--- config.mk ---
export PLATFORM = sky130hd
export DESIGN_NAME = signed_int_to_decimal_ascii
export DESIGN_NICKNAME = d
export VERILOG_FILES = /design/src/rtl/core/itoa_pkg.sv /design/src/rtl/core/itoa_dp.sv /design/src/rtl/core/itoa_ctrl.sv /design/src/rtl/core/signed_int_to_decimal_ascii.sv
export SDC_FILE = /design/constraint.sdc
export NUM_CORES = 1
export LEC_CHECK = 0
export ABC_AREA = 1
export BUFFER_PORTS_ARGS = -buffer_cell sky130_fd_sc_hd__buf_4
export CAP_MARGIN = 10
export CORE_ASPECT_RATIO = 0.75
export CORE_MARGIN = 5
export CORE_UTILIZATION = 30
export DETAILED_ROUTE_END_ITERATION = 8
export GPL_TIMING_DRIVEN = 0
export PLACE_DENSITY_LB_ADDON = 0.05
export SLEW_MARGIN = 15
export SYNTH_ARGS = -nofsm -noshare
export SYNTH_HDL_FRONTEND = slang
export SYNTH_SLANG_ARGS = --single-unit
--- constraint.sdc ---
create_clock -name clock -period 3.75 [get_ports clock]
set_input_delay 0 -clock clock [delete_from_list [all_inputs] [get_ports clock]]
set_output_delay 0 -clock clock [all_outputs]
set_load 0.1 [all_outputs]
--- src/rtl/core/itoa_pkg.sv ---
// Shared types and constants for the signed integer to decimal ASCII converter.
// Used by the controller, the datapath and the top level; depends on nothing.

package itoa_pkg;

   // ASCII codes that the converter emits.
   localparam logic [7:0] CHAR_ZERO  = 8'h30;
   localparam logic [7:0] CHAR_MINUS = 8'h2D;

   // Commands from the controller to the datapath.
   typedef struct packed {
      logic load;        // capture the input value and clear the BCD register
      logic conv_step;   // one double-dabble adjust-and-shift step
      logic digit_shift; // drop the top BCD digit
      logic emit_sign;   // present '-' on the result ports
      logic emit_digit;  // present the top BCD digit on the result ports
      logic emit_last;   // the emitted digit ends the text
   } itoa_cmd_type;

   // Status from the datapath to the controller.
   typedef struct packed {
      logic neg;         // the captured value is negative
      logic top_zero;    // the top BCD digit is zero
   } itoa_status_type;

endpackage

--- src/rtl/core/itoa_dp.sv ---
// Datapath of the decimal converter: magnitude, shift-add-3 BCD register and
// the registered result ports. Depends on itoa_pkg.

module itoa_dp #(
   parameter int INPUT_WIDTH = 32,
   parameter int NUM_DIGITS  = 10
) (
   input  logic                         clock,
   input  logic                         reset,
   input  logic [INPUT_WIDTH-1:0]       req_value,
   input  itoa_pkg::itoa_cmd_type       cmd,
   output itoa_pkg::itoa_status_type    status,
   output logic                         rsp_strobe,
   output logic [7:0]                   rsp_character,
   output logic                         rsp_last
);
   import itoa_pkg::*;

   localparam int BCD_WIDTH = 4 * NUM_DIGITS;

   logic                   neg_ff;
   logic [INPUT_WIDTH-1:0] mag_ff;
   logic [INPUT_WIDTH-1:0] mag_in;
   logic [BCD_WIDTH-1:0]   bcd_ff;
   logic [BCD_WIDTH-1:0]   bcd_adj;
   logic                   strobe_ff;
   logic [7:0]             char_ff;
   logic                   last_ff;
   logic [3:0]             top_digit;

   // The magnitude is formed as unsigned, so the most negative value fits.
   assign mag_in = req_value[INPUT_WIDTH-1]
                   ? (~req_value) + {{(INPUT_WIDTH-1){1'b0}}, 1'b1}
                   : req_value;

   // Each BCD digit of five or more is corrected before the next shift.
   always_comb begin
      for (int d = 0; d < NUM_DIGITS; d++) begin
         if (bcd_ff[4*d +: 4] >= 4'd5) begin
            bcd_adj[4*d +: 4] = bcd_ff[4*d +: 4] + 4'd3;
         end else begin
            bcd_adj[4*d +: 4] = bcd_ff[4*d +: 4];
         end
      end
   end

   assign top_digit = bcd_ff[BCD_WIDTH-1 -: 4];

   always_ff @(posedge clock) begin
      if (cmd.load) begin
         neg_ff <= req_value[INPUT_WIDTH-1];
         mag_ff <= mag_in;
         bcd_ff <= '0;
      end else if (cmd.conv_step) begin
         bcd_ff <= {bcd_adj[BCD_WIDTH-2:0], mag_ff[INPUT_WIDTH-1]};
         mag_ff <= {mag_ff[INPUT_WIDTH-2:0], 1'b0};
      end else if (cmd.digit_shift) begin
         bcd_ff <= {bcd_ff[BCD_WIDTH-5:0], 4'd0};
      end
   end

   always_ff @(posedge clock) begin
      if (reset) begin
         strobe_ff <= 1'b0;
         last_ff   <= 1'b0;
      end else begin
         strobe_ff <= cmd.emit_sign | cmd.emit_digit;
         last_ff   <= cmd.emit_digit & cmd.emit_last;
      end
   end

   always_ff @(posedge clock) begin
      if (cmd.emit_sign) begin
         char_ff <= CHAR_MINUS;
      end else if (cmd.emit_digit) begin
         char_ff <= CHAR_ZERO | {4'd0, top_digit};
      end
   end

   assign status.neg      = neg_ff;
   assign status.top_zero = (top_digit == 4'd0);
   assign rsp_strobe      = strobe_ff;
   assign rsp_character   = char_ff;
   assign rsp_last        = last_ff;

endmodule

--- src/rtl/core/itoa_ctrl.sv ---
// Controller of the decimal converter: sequences conversion, leading-zero
// skipping and character output. Depends on itoa_pkg.

module itoa_ctrl #(
   parameter int INPUT_WIDTH = 32,
   parameter int NUM_DIGITS  = 10
) (
   input  logic                         clock,
   input  logic                         reset,
   input  logic                         start,
   output logic                         busy,
   input  itoa_pkg::itoa_status_type    status,
   output itoa_pkg::itoa_cmd_type       cmd
);
   import itoa_pkg::*;

   localparam int BIT_CNT_WIDTH   = $clog2(INPUT_WIDTH + 1);
   localparam int DIGIT_CNT_WIDTH = $clog2(NUM_DIGITS + 1);

   localparam logic [2:0] ST_IDLE    = 3'd0;
   localparam logic [2:0] ST_CONVERT = 3'd1;
   localparam logic [2:0] ST_SKIP    = 3'd2;
   localparam logic [2:0] ST_SIGN    = 3'd3;
   localparam logic [2:0] ST_EMIT    = 3'd4;

   logic [2:0]                 state_ff, state_in;
   logic [BIT_CNT_WIDTH-1:0]   bit_cnt_ff, bit_cnt_in;
   logic [DIGIT_CNT_WIDTH-1:0] digit_cnt_ff, digit_cnt_in;
   logic                       digit_one;

   assign digit_one = (digit_cnt_ff == DIGIT_CNT_WIDTH'(1));

   always_comb begin
      state_in     = state_ff;
      bit_cnt_in   = bit_cnt_ff;
      digit_cnt_in = digit_cnt_ff;
      cmd          = '0;
      unique case (state_ff)
         ST_IDLE: begin
            if (start) begin
               cmd.load   = 1'b1;
               bit_cnt_in = BIT_CNT_WIDTH'(INPUT_WIDTH);
               state_in   = ST_CONVERT;
            end
         end
         ST_CONVERT: begin
            cmd.conv_step = 1'b1;
            bit_cnt_in    = bit_cnt_ff - BIT_CNT_WIDTH'(1);
            if (bit_cnt_ff == BIT_CNT_WIDTH'(1)) begin
               digit_cnt_in = DIGIT_CNT_WIDTH'(NUM_DIGITS);
               state_in     = ST_SKIP;
            end
         end
         ST_SKIP: begin
            // Leading zeros are dropped, but the units digit always stays.
            if (status.top_zero && !digit_one) begin
               cmd.digit_shift = 1'b1;
               digit_cnt_in    = digit_cnt_ff - DIGIT_CNT_WIDTH'(1);
            end else if (status.neg) begin
               state_in = ST_SIGN;
            end else begin
               state_in = ST_EMIT;
            end
         end
         ST_SIGN: begin
            cmd.emit_sign = 1'b1;
            state_in      = ST_EMIT;
         end
         ST_EMIT: begin
            cmd.emit_digit  = 1'b1;
            cmd.emit_last   = digit_one;
            cmd.digit_shift = 1'b1;
            digit_cnt_in    = digit_cnt_ff - DIGIT_CNT_WIDTH'(1);
            if (digit_one) begin
               state_in = ST_IDLE;
            end
         end
         default: begin
            state_in = ST_IDLE;
         end
      endcase
   end

   always_ff @(posedge clock) begin
      if (reset) begin
         state_ff     <= ST_IDLE;
         bit_cnt_ff   <= '0;
         digit_cnt_ff <= '0;
      end else begin
         state_ff     <= state_in;
         bit_cnt_ff   <= bit_cnt_in;
         digit_cnt_ff <= digit_cnt_in;
      end
   end

   assign busy = (state_ff != ST_IDLE);

endmodule

--- src/rtl/core/signed_int_to_decimal_ascii.sv ---
// Top level of the signed integer to decimal ASCII converter.
// Instantiates itoa_ctrl and itoa_dp; depends on itoa_pkg.
//
//   Channel   Ports                                   Transfer when
//   input     start, busy, req_value                  start && !busy
//   result    rsp_strobe, rsp_character, rsp_last     rsp_strobe
//
// An item goes through one load step, one shift-add-3 step per input bit, one
// step per skipped leading zero plus one, a step for a sign, and one per digit.
// Skipped zeros and digits always add up to NUM_DIGITS. The bit-serial BCD
// conversion sets most of the time an item takes. Reset clears the controller,
// the result strobe and the last flag; nothing is kept between items. The
// receiver cannot stall: each character is shown for exactly one cycle.

module signed_int_to_decimal_ascii #(
   parameter int INPUT_WIDTH = 32
) (
   input  logic                          clock,
   input  logic                          reset,
   input  logic                          start,
   output logic                          busy,
   input  logic signed [INPUT_WIDTH-1:0] req_value,
   output logic                          rsp_strobe,
   output logic [7:0]                    rsp_character,
   output logic                          rsp_last
);
   import itoa_pkg::*;

   // Digits of the largest magnitude, 2**(INPUT_WIDTH-1); 1233/4096 ~ log10(2).
   localparam int NUM_DIGITS = (((INPUT_WIDTH - 1) * 1233) >> 12) + 1;

   itoa_cmd_type    cmd;
   itoa_status_type status;

   itoa_ctrl #(
      .INPUT_WIDTH (INPUT_WIDTH),
      .NUM_DIGITS  (NUM_DIGITS)
   ) u_ctrl (
      .clock  (clock),
      .reset  (reset),
      .start  (start),
      .busy   (busy),
      .status (status),
      .cmd    (cmd)
   );

   itoa_dp #(
      .INPUT_WIDTH (INPUT_WIDTH),
      .NUM_DIGITS  (NUM_DIGITS)
   ) u_dp (
      .clock         (clock),
      .reset         (reset),
      .req_value     ($unsigned(req_value)),
      .cmd           (cmd),
      .status        (status),
      .rsp_strobe    (rsp_strobe),
      .rsp_character (rsp_character),
      .rsp_last      (rsp_last)
   );

   a_strobe_from_busy: assert property (@(posedge clock) disable iff (reset)
      rsp_strobe |-> $past(busy))
      else $error("Result strobe without an item in progress.");

   a_accept_goes_busy: assert property (@(posedge clock) disable iff (reset)
      (start && !busy) |=> busy)
      else $error("Accepted transfer did not make the block busy.");

   a_cmd_exclusive: assert property (@(posedge clock) disable iff (reset)
      $onehot0({cmd.load, cmd.conv_step, cmd.emit_sign, cmd.emit_digit}))
      else $error("Conflicting datapath commands.");

   a_last_with_strobe: assert property (@(posedge clock) disable iff (reset)
      rsp_last |-> rsp_strobe)
      else $error("Last flag outside a result transfer.");

endmodule

==> qor.txt, run 1 <==
Status: finished clean
Ys Warns: 0
Die X: 171.3 microns
Drc violations: 0
Final antenna-violating net count: 0
Achievable Freq: 469.3 MHz
Fill cells: 2,085
Crit end category: flop
Wire length per cell: 15.06 microns
Hold Crit Class: in2reg
Core box area: 19,270 sq um
Pwr dens: 874.2 nW/um^2
Fin crit share: 0.5683
Crit path arrival time: 2340 ps
Worst endpoint required time: 3960 ps
Gate Count Post-Synth: 849
Worst-path clk slew: 80 ps
CTS buffer count: 9
Post-synth EDFFs: 33
Final setup viols: 0
Total power: 5.934 mW
Unrepaired setup endpoints after global routing: false
Die height: 131.0 microns
Synth Cell Area: 5853 sq um
CTS tree: built
Synth Flop Type: dfxtp_1
Final worst slack: 1619 ps
IO Pins: 46
Root Buffer: clkbuf_16
Distinct cells, synth: 34
Fin. Hold Viols: 0
H-tree lvl count: 3
Hold-fix buffers, CTS: 2
DP Area: 6481 sq um
First-pass GRT wire length: 27,830 microns
Largest net degree at the start of global routing: 34
DP Wirelength: 12,980 microns
Maxcap violations: 0
Synth async-reset ratio: 0
Startpoint Class: flop
Total congestion overflow: 0
Crit path max fanout: 10
Worst Max-Slew Pin Slew: 821.3 ps
Max Buffers Root-to-Sink: 2
Slew Viols, Final: 0
Initial antenna violation count: 0
DR pass1 iterations: 5
Clock Latency Late Sink: 350 ps
Commonest non-fill, non-tap cell in the layout: nand2_1
# rows: 44
Initial drt markers: 396
Layout area overhead: 15.97%
Most frequent cells in the layout: nand2_1 (201), o21ai_0 (103), inv_1 (91), nand3_1 (85), nor2_1 (79)
Design Area, Final: 6788 sq um
Vias in the first global route: 5,244
Setup TNS Final: 0 ps
Critical path type: reg2reg
Postcts setup bufs: 0
Full die area: 22,430 sq um
Seq cells post-synth: 93
Nets: 965
CTS sink cnt: 93
Post-synthesis sequential area ratio: 0.3745
Layout cells sized above 1: 0.09901
Static leakage power: 2.985 nW
Layout Skew: 9.993 ps
Vias per inst: 4.918
Reg-to-reg slack, setup: 1620 ps
Diodes inserted: 0
GRT Overall Usage: 0.1574
VDD IR max: 0.5330 mV
Port bufs: 41
Post-CTS Resized: 0
Initial Utilization: 0.3038
Drt total wl: 17,500 microns
Slew headroom: 0.4525
GPL Wtd Cong: 0.8514
Post-Syn Area per Cell: 6.894 sq um
Pre-CTS setup slack: 1639 ps
Post-layout min period: 2131 ps
Via Count: 5,715
-- metrics by stage --
stage,std cells,hold slack (ps),utilization
floorplan,850,98.87,-
global placement,1144,291.5,0.3364
detailed placement,1144,288.5,0.3364
CTS,1162,23.88,0.3523
global route,1162,52.15,0.3523
finish,1162,41.84,0.3523
-- report_power, final --
part / total (mW) / switching [mW] / internal (mW)
Clock: 0.905 / 0.428 / 0.477
Combinational: 3.13 / 2.18 / 0.947
Sequential: 1.90 / 0.281 / 1.62
Total: 5.93 / 2.89 / 3.04
-- registers in the layout (all words and copies together), names as in the netlist, 3 cells and up --
name	cells
u_ctrl.state_ff	3
u_dp.mag_ff	32
u_dp.rsp_character	5
u_ctrl.bit_cnt_ff	6
u_dp.bcd_ff	40
u_ctrl.digit_cnt_ff	4
-- routing by layer --
| layer | GRT usage | wire, microns | vias up |
|---|---|---|---|
| li1 | - | - | 2911 |
| met1 | 0.2393 | 9238 | 2658 |
| met2 | 0.2310 | 7284 | 139 |
| met3 | 0.03218 | 862 | 7 |
| met4 | 0.02934 | 118 | 0 |
| met5 | 0 | 0 | - |
-- worst paths after layout --
check / endpoint / cells past startpoint / startpoint
setup / recovery: u_dp.mag_ff[22]$_DFFE_PP_ / 6 / u_ctrl.state_ff[1]$_SDFFE_PP0P_
hold / removal: u_dp.mag_ff[11]$_DFFE_PP_ / 3 / req_value[11]
setup reg to reg: u_dp.mag_ff[22]$_DFFE_PP_ / 6 / u_ctrl.state_ff[1]$_SDFFE_PP0P_
hold reg to reg: u_dp.rsp_character[4]$_SDFFE_PP0N_ / 2 / u_dp.rsp_character[4]$_SDFFE_PP0N_
-- cell usage after synthesis, types with 2 or more instances --
cell / number / share of area
a21oi_1: 65 / 0.056
a22oi_1: 3 / 0.0038
buf_1: 5 / 0.0032
buf_2: 11 / 0.0094
buf_4: 5 / 0.0064
buf_6: 2 / 0.0038
clkbuf_1: 11 / 0.0071
conb_1: 2 / 0.0013
dfxtp_1: 60 / 0.21
edfxtp_1: 33 / 0.17
ha_1: 26 / 0.056
inv_1: 92 / 0.059
inv_2: 6 / 0.0038
nand2_1: 201 / 0.13
nand2_2: 2 / 0.0021
nand3_1: 85 / 0.073
nand3b_1: 2 / 0.0026
nand4_1: 15 / 0.016
nor2_1: 79 / 0.051
o21ai_0: 103 / 0.088
o21ai_1: 2 / 0.0017
o22ai_1: 5 / 0.0053
or2_2: 5 / 0.0053
xnor2_1: 4 / 0.0060
xor2_1: 16 / 0.024
-- layout make-up --
type	count	area, sq um	area share
Timing Repair Buffer	43	327.8	0.04829
Multi-Input combinational cell	625	3122	0.4599
Clock inverter	5	43.79	0.006452
Sequential cell	93	2192	0.3229
Tap cell	253	316.6	0.04664
Buffer	34	175.2	0.02581
Inverter	98	367.9	0.05419
Clock buffer	11	242.7	0.03576
-- critical path, cell delays in order, from the launching register on --
cell      delay, ps
dfxtp_1         340
nor2_1          170
nand3_1         270
inv_2           270
clkbuf_1        540
nand3_1         290
nand2_1         120
-- cells by family (layout without fill, tap and decap cells) --
logic type | Yosys count | in the layout | share of synthesized area
adders and majority gates | 26 | 26 | 0.05558
AOI/OAI and AO/OA | 183 | 183 | 0.1618
DFF | 93 | 93 | 0.3745
other | 2 | 3 | 0.001283
and+or+nand+nor | 393 | 393 | 0.2841
buffers and inverters | 132 | 191 | 0.09277
xor gates and xnor gates | 20 | 20 | 0.02993
Note: power is estimated with default switching activity, not from simulation.
==> inputs of run 2 (changes only) <==
==> constraint.sdc (replaced) <==
create_clock -name clock -period 2.2 [get_ports clock]
set_input_delay 0 -clock clock [delete_from_list [all_inputs] [get_ports clock]]
set_output_delay 0 -clock clock [all_outputs]
set_load 0.1 [all_outputs]
==> run 2 against run 1 <==
Critical path depth unchanged. Sequential power rose by 70%. Register-to-register slack worse by 1500 ps. Design area about the same. Combinational power up 71%. Non-clock buffer count did not move. Worst setup slack worse by 1500 ps. Critical endpoint unchanged. Utilization about the same. Clock skew is essentially flat.
==> qor.txt, run 2 (synthesized netlist as in run 1, its figures left out) <==
Status: finished clean (unchanged)
Port bufs: 41 (unchanged)
Hold path cells: 3 (unchanged)
Wire length per cell: 15.08 microns (was 15.06 microns)
IO Pins: 46 (unchanged)
Pre-CTS setup slack: 89.16 ps (was 1639 ps)
Post-Layout Cell Count: 1,162 (unchanged)
Diodes inserted: 0 (unchanged)
Layout area overhead: 16.03% (was 15.97%)
Crit end category: flop (unchanged)
Most frequent cells in the layout: nand2_1 (201), o21ai_0 (103), inv_1 (91), nand3_1 (85), nor2_1 (79) (unchanged)
Postcts setup bufs: 0 (unchanged)
Register-to-Register Path Depth: 6 (unchanged)
Final Core Density: 0.3525 (was 0.3523)
Slowest CP cell: clkbuf_1 (unchanged)
Drt total wl: 17,530 microns (was 17,500 microns)
Layout Skew: 10.00 ps (was 9.993 ps)
Initial Utilization: 0.3038 (unchanged)
Reg2reg start: u_ctrl.state_ff[1]$_SDFFE_PP0P_ (unchanged)
Drc violations: 0 (unchanged)
Crit path max fanout: 10 (unchanged)
GRT Overall Usage: 0.1574 (unchanged)
Worst-path clk slew: 80 ps (about the same)
Number of flip-flops in the largest register: 40 (unchanged)
Design Area, Final: 6792 sq um (was 6788 sq um)
VDD IR max: 0.9087 mV (was 0.5330 mV)
Slew Viols, Final: 0 (unchanged)
Pwr dens: 1491 nW/um^2 (was 874.2 nW/um^2)
Nets: 965 (unchanged)
Root Buffer: clkbuf_16 (unchanged)
Final worst slack: 92.50 ps (was 1619 ps)
Initial drt markers: 393 (was 396)
Setup TNS Final: 0 ps (unchanged)
Total power: 10.12 mW (was 5.934 mW)
Startpoint Class: flop (unchanged)
First-pass GRT wire length: 27,830 microns (unchanged)
Full die area: 22,430 sq um (unchanged)
CTS buffer count: 9 (unchanged)
GPL Wtd Cong: 0.8514 (unchanged)
Die X: 171.3 microns (unchanged)
CTS sink cnt: 93 (unchanged)
Final hold slack: 41.86 ps (was 41.84 ps)
Maxcap violations: 0 (unchanged)
Vias in the first global route: 5,244 (unchanged)
Hold Crit Class: in2reg (unchanged)
Worst endpoint required time: 2410 ps (was 3960 ps)
H-tree lvl count: 3 (unchanged)
Achievable Freq: 474.5 MHz (was 469.3 MHz)
DP Area: 6481 sq um (unchanged)
# placed instances: 1,144 (unchanged)
Commonest non-fill, non-tap cell in the layout: nand2_1 (unchanged)
Largest Register: u_dp.bcd_ff (unchanged)
Final setup viols: 0 (unchanged)
Critical path type: reg2reg (unchanged)
Max stage delay on crit path: 520 ps (was 540 ps)
Slew headroom: 0.4521 (was 0.4525)
Reg-to-reg slack, setup: 90 ps (was 1620 ps)
DP Wirelength: 12,980 microns (unchanged)
Via Count: 5,715 (unchanged)
Top Registers: u_dp.bcd_ff (40), u_dp.mag_ff (32), u_ctrl.bit_cnt_ff (6) (unchanged)
Crit path arrival time: 2320 ps (was 2340 ps)
Largest net degree at the start of global routing: 34 (unchanged)
Initial antenna violation count: 0 (unchanged)
# rows: 44 (unchanged)
Worst Max-Slew Pin Slew: 821.8 ps (was 821.3 ps)
Max Buffers Root-to-Sink: 2 (unchanged)
Static leakage power: 2.988 nW (was 2.985 nW)
Die height: 131.0 microns (unchanged)
DR pass1 iterations: 4 (was 5)
Critical path's most frequent cell: nand3_1 (unchanged)
CP Cell Sequence: nor2_1 > nand3_1 > inv_2 > clkbuf_1 > nand3_1 > nand2_1 (unchanged)
Core box area: 19,270 sq um (unchanged)
Vias per inst: 4.918 (unchanged)
CTS tree: built (unchanged)
Final antenna-violating net count: 0 (unchanged)
Fin. Hold Viols: 0 (unchanged)
Reg-to-Reg End: u_dp.mag_ff[22]$_DFFE_PP_ (unchanged)
Layout cells sized above 1: 0.1001 (was 0.09901)
Post-layout min period: 2107 ps (was 2131 ps)
Fin crit share: 0.9580 (was 0.5683)
HP Start: req_value[11] (unchanged)
Unrepaired setup endpoints after global routing: false (unchanged)
Total congestion overflow: 0 (unchanged)
Hold Path End: u_dp.mag_ff[11]$_DFFE_PP_ (unchanged)
Clock Latency Late Sink: 350 ps (about the same)
-- run 2: changes by cell type in the layout (fill, tap and decap cells not counted) --
cell	delta
clkbuf_2	+1
inv_2	-1
buf_1	-1
inv_4	+1
-- run 2: layout make-up --
class                           instances  area (sq um)
Inverter                               98         370.4
Buffer                                 34         176.4
Tap cell                              253         316.6
Clock inverter                          5         43.79
Timing Repair Buffer                   43         327.8
Multi-Input combinational cell        625          3122
Clock buffer                           11         242.7
Fill cell                            2087         12480
Sequential cell                        93          2192
-- run 2: worst max-delay path, delay by kind of cell, from the launching register on --
family	cells	cell delay, ps
simple gates	4	840
buf+inv	2	790
flops	1	340
-- run 2: routing by layer --
metal	global-route usage	up-vias	wire length, microns
li1	-	2911	-
met1	0.2393	2657	9271
met2	0.2310	140	7278
met3	0.03218	7	860
met4	0.02934	0	118
met5	0	-	0
-- run 2: power breakdown --
part	internal (mW)	switching, mW
logic	1.62	3.73
clock network	0.814	0.730
registers	2.75	0.478
total	5.19	4.94
-- run 2: worst max-delay path by stage --
stage	from	endpoint	depth (start not counted)
floorplan	u_ctrl.state_ff[1]$_SDFFE_PP0P_	u_dp.mag_ff[0]$_SDFFCE_PN0P_	5
global placement	u_ctrl.state_ff[1]$_SDFFE_PP0P_	u_dp.mag_ff[7]$_DFFE_PP_	5
detailed placement	u_ctrl.state_ff[1]$_SDFFE_PP0P_	u_dp.mag_ff[9]$_DFFE_PP_	5
CTS	u_ctrl.state_ff[1]$_SDFFE_PP0P_	u_dp.mag_ff[12]$_DFFE_PP_	5
global route	u_ctrl.state_ff[0]$_SDFFE_PP0P_	u_dp.mag_ff[12]$_DFFE_PP_	6
finish	u_ctrl.state_ff[1]$_SDFFE_PP0P_	u_dp.mag_ff[22]$_DFFE_PP_	6
-- run 2: repair_timing --
item | in CTS | in global routing
hold buffers | 2 | 0
hold endpoints to repair | 2 | 0
gates resized for setup | 0 | 3
endpoints found under the setup margin | 0 | 34
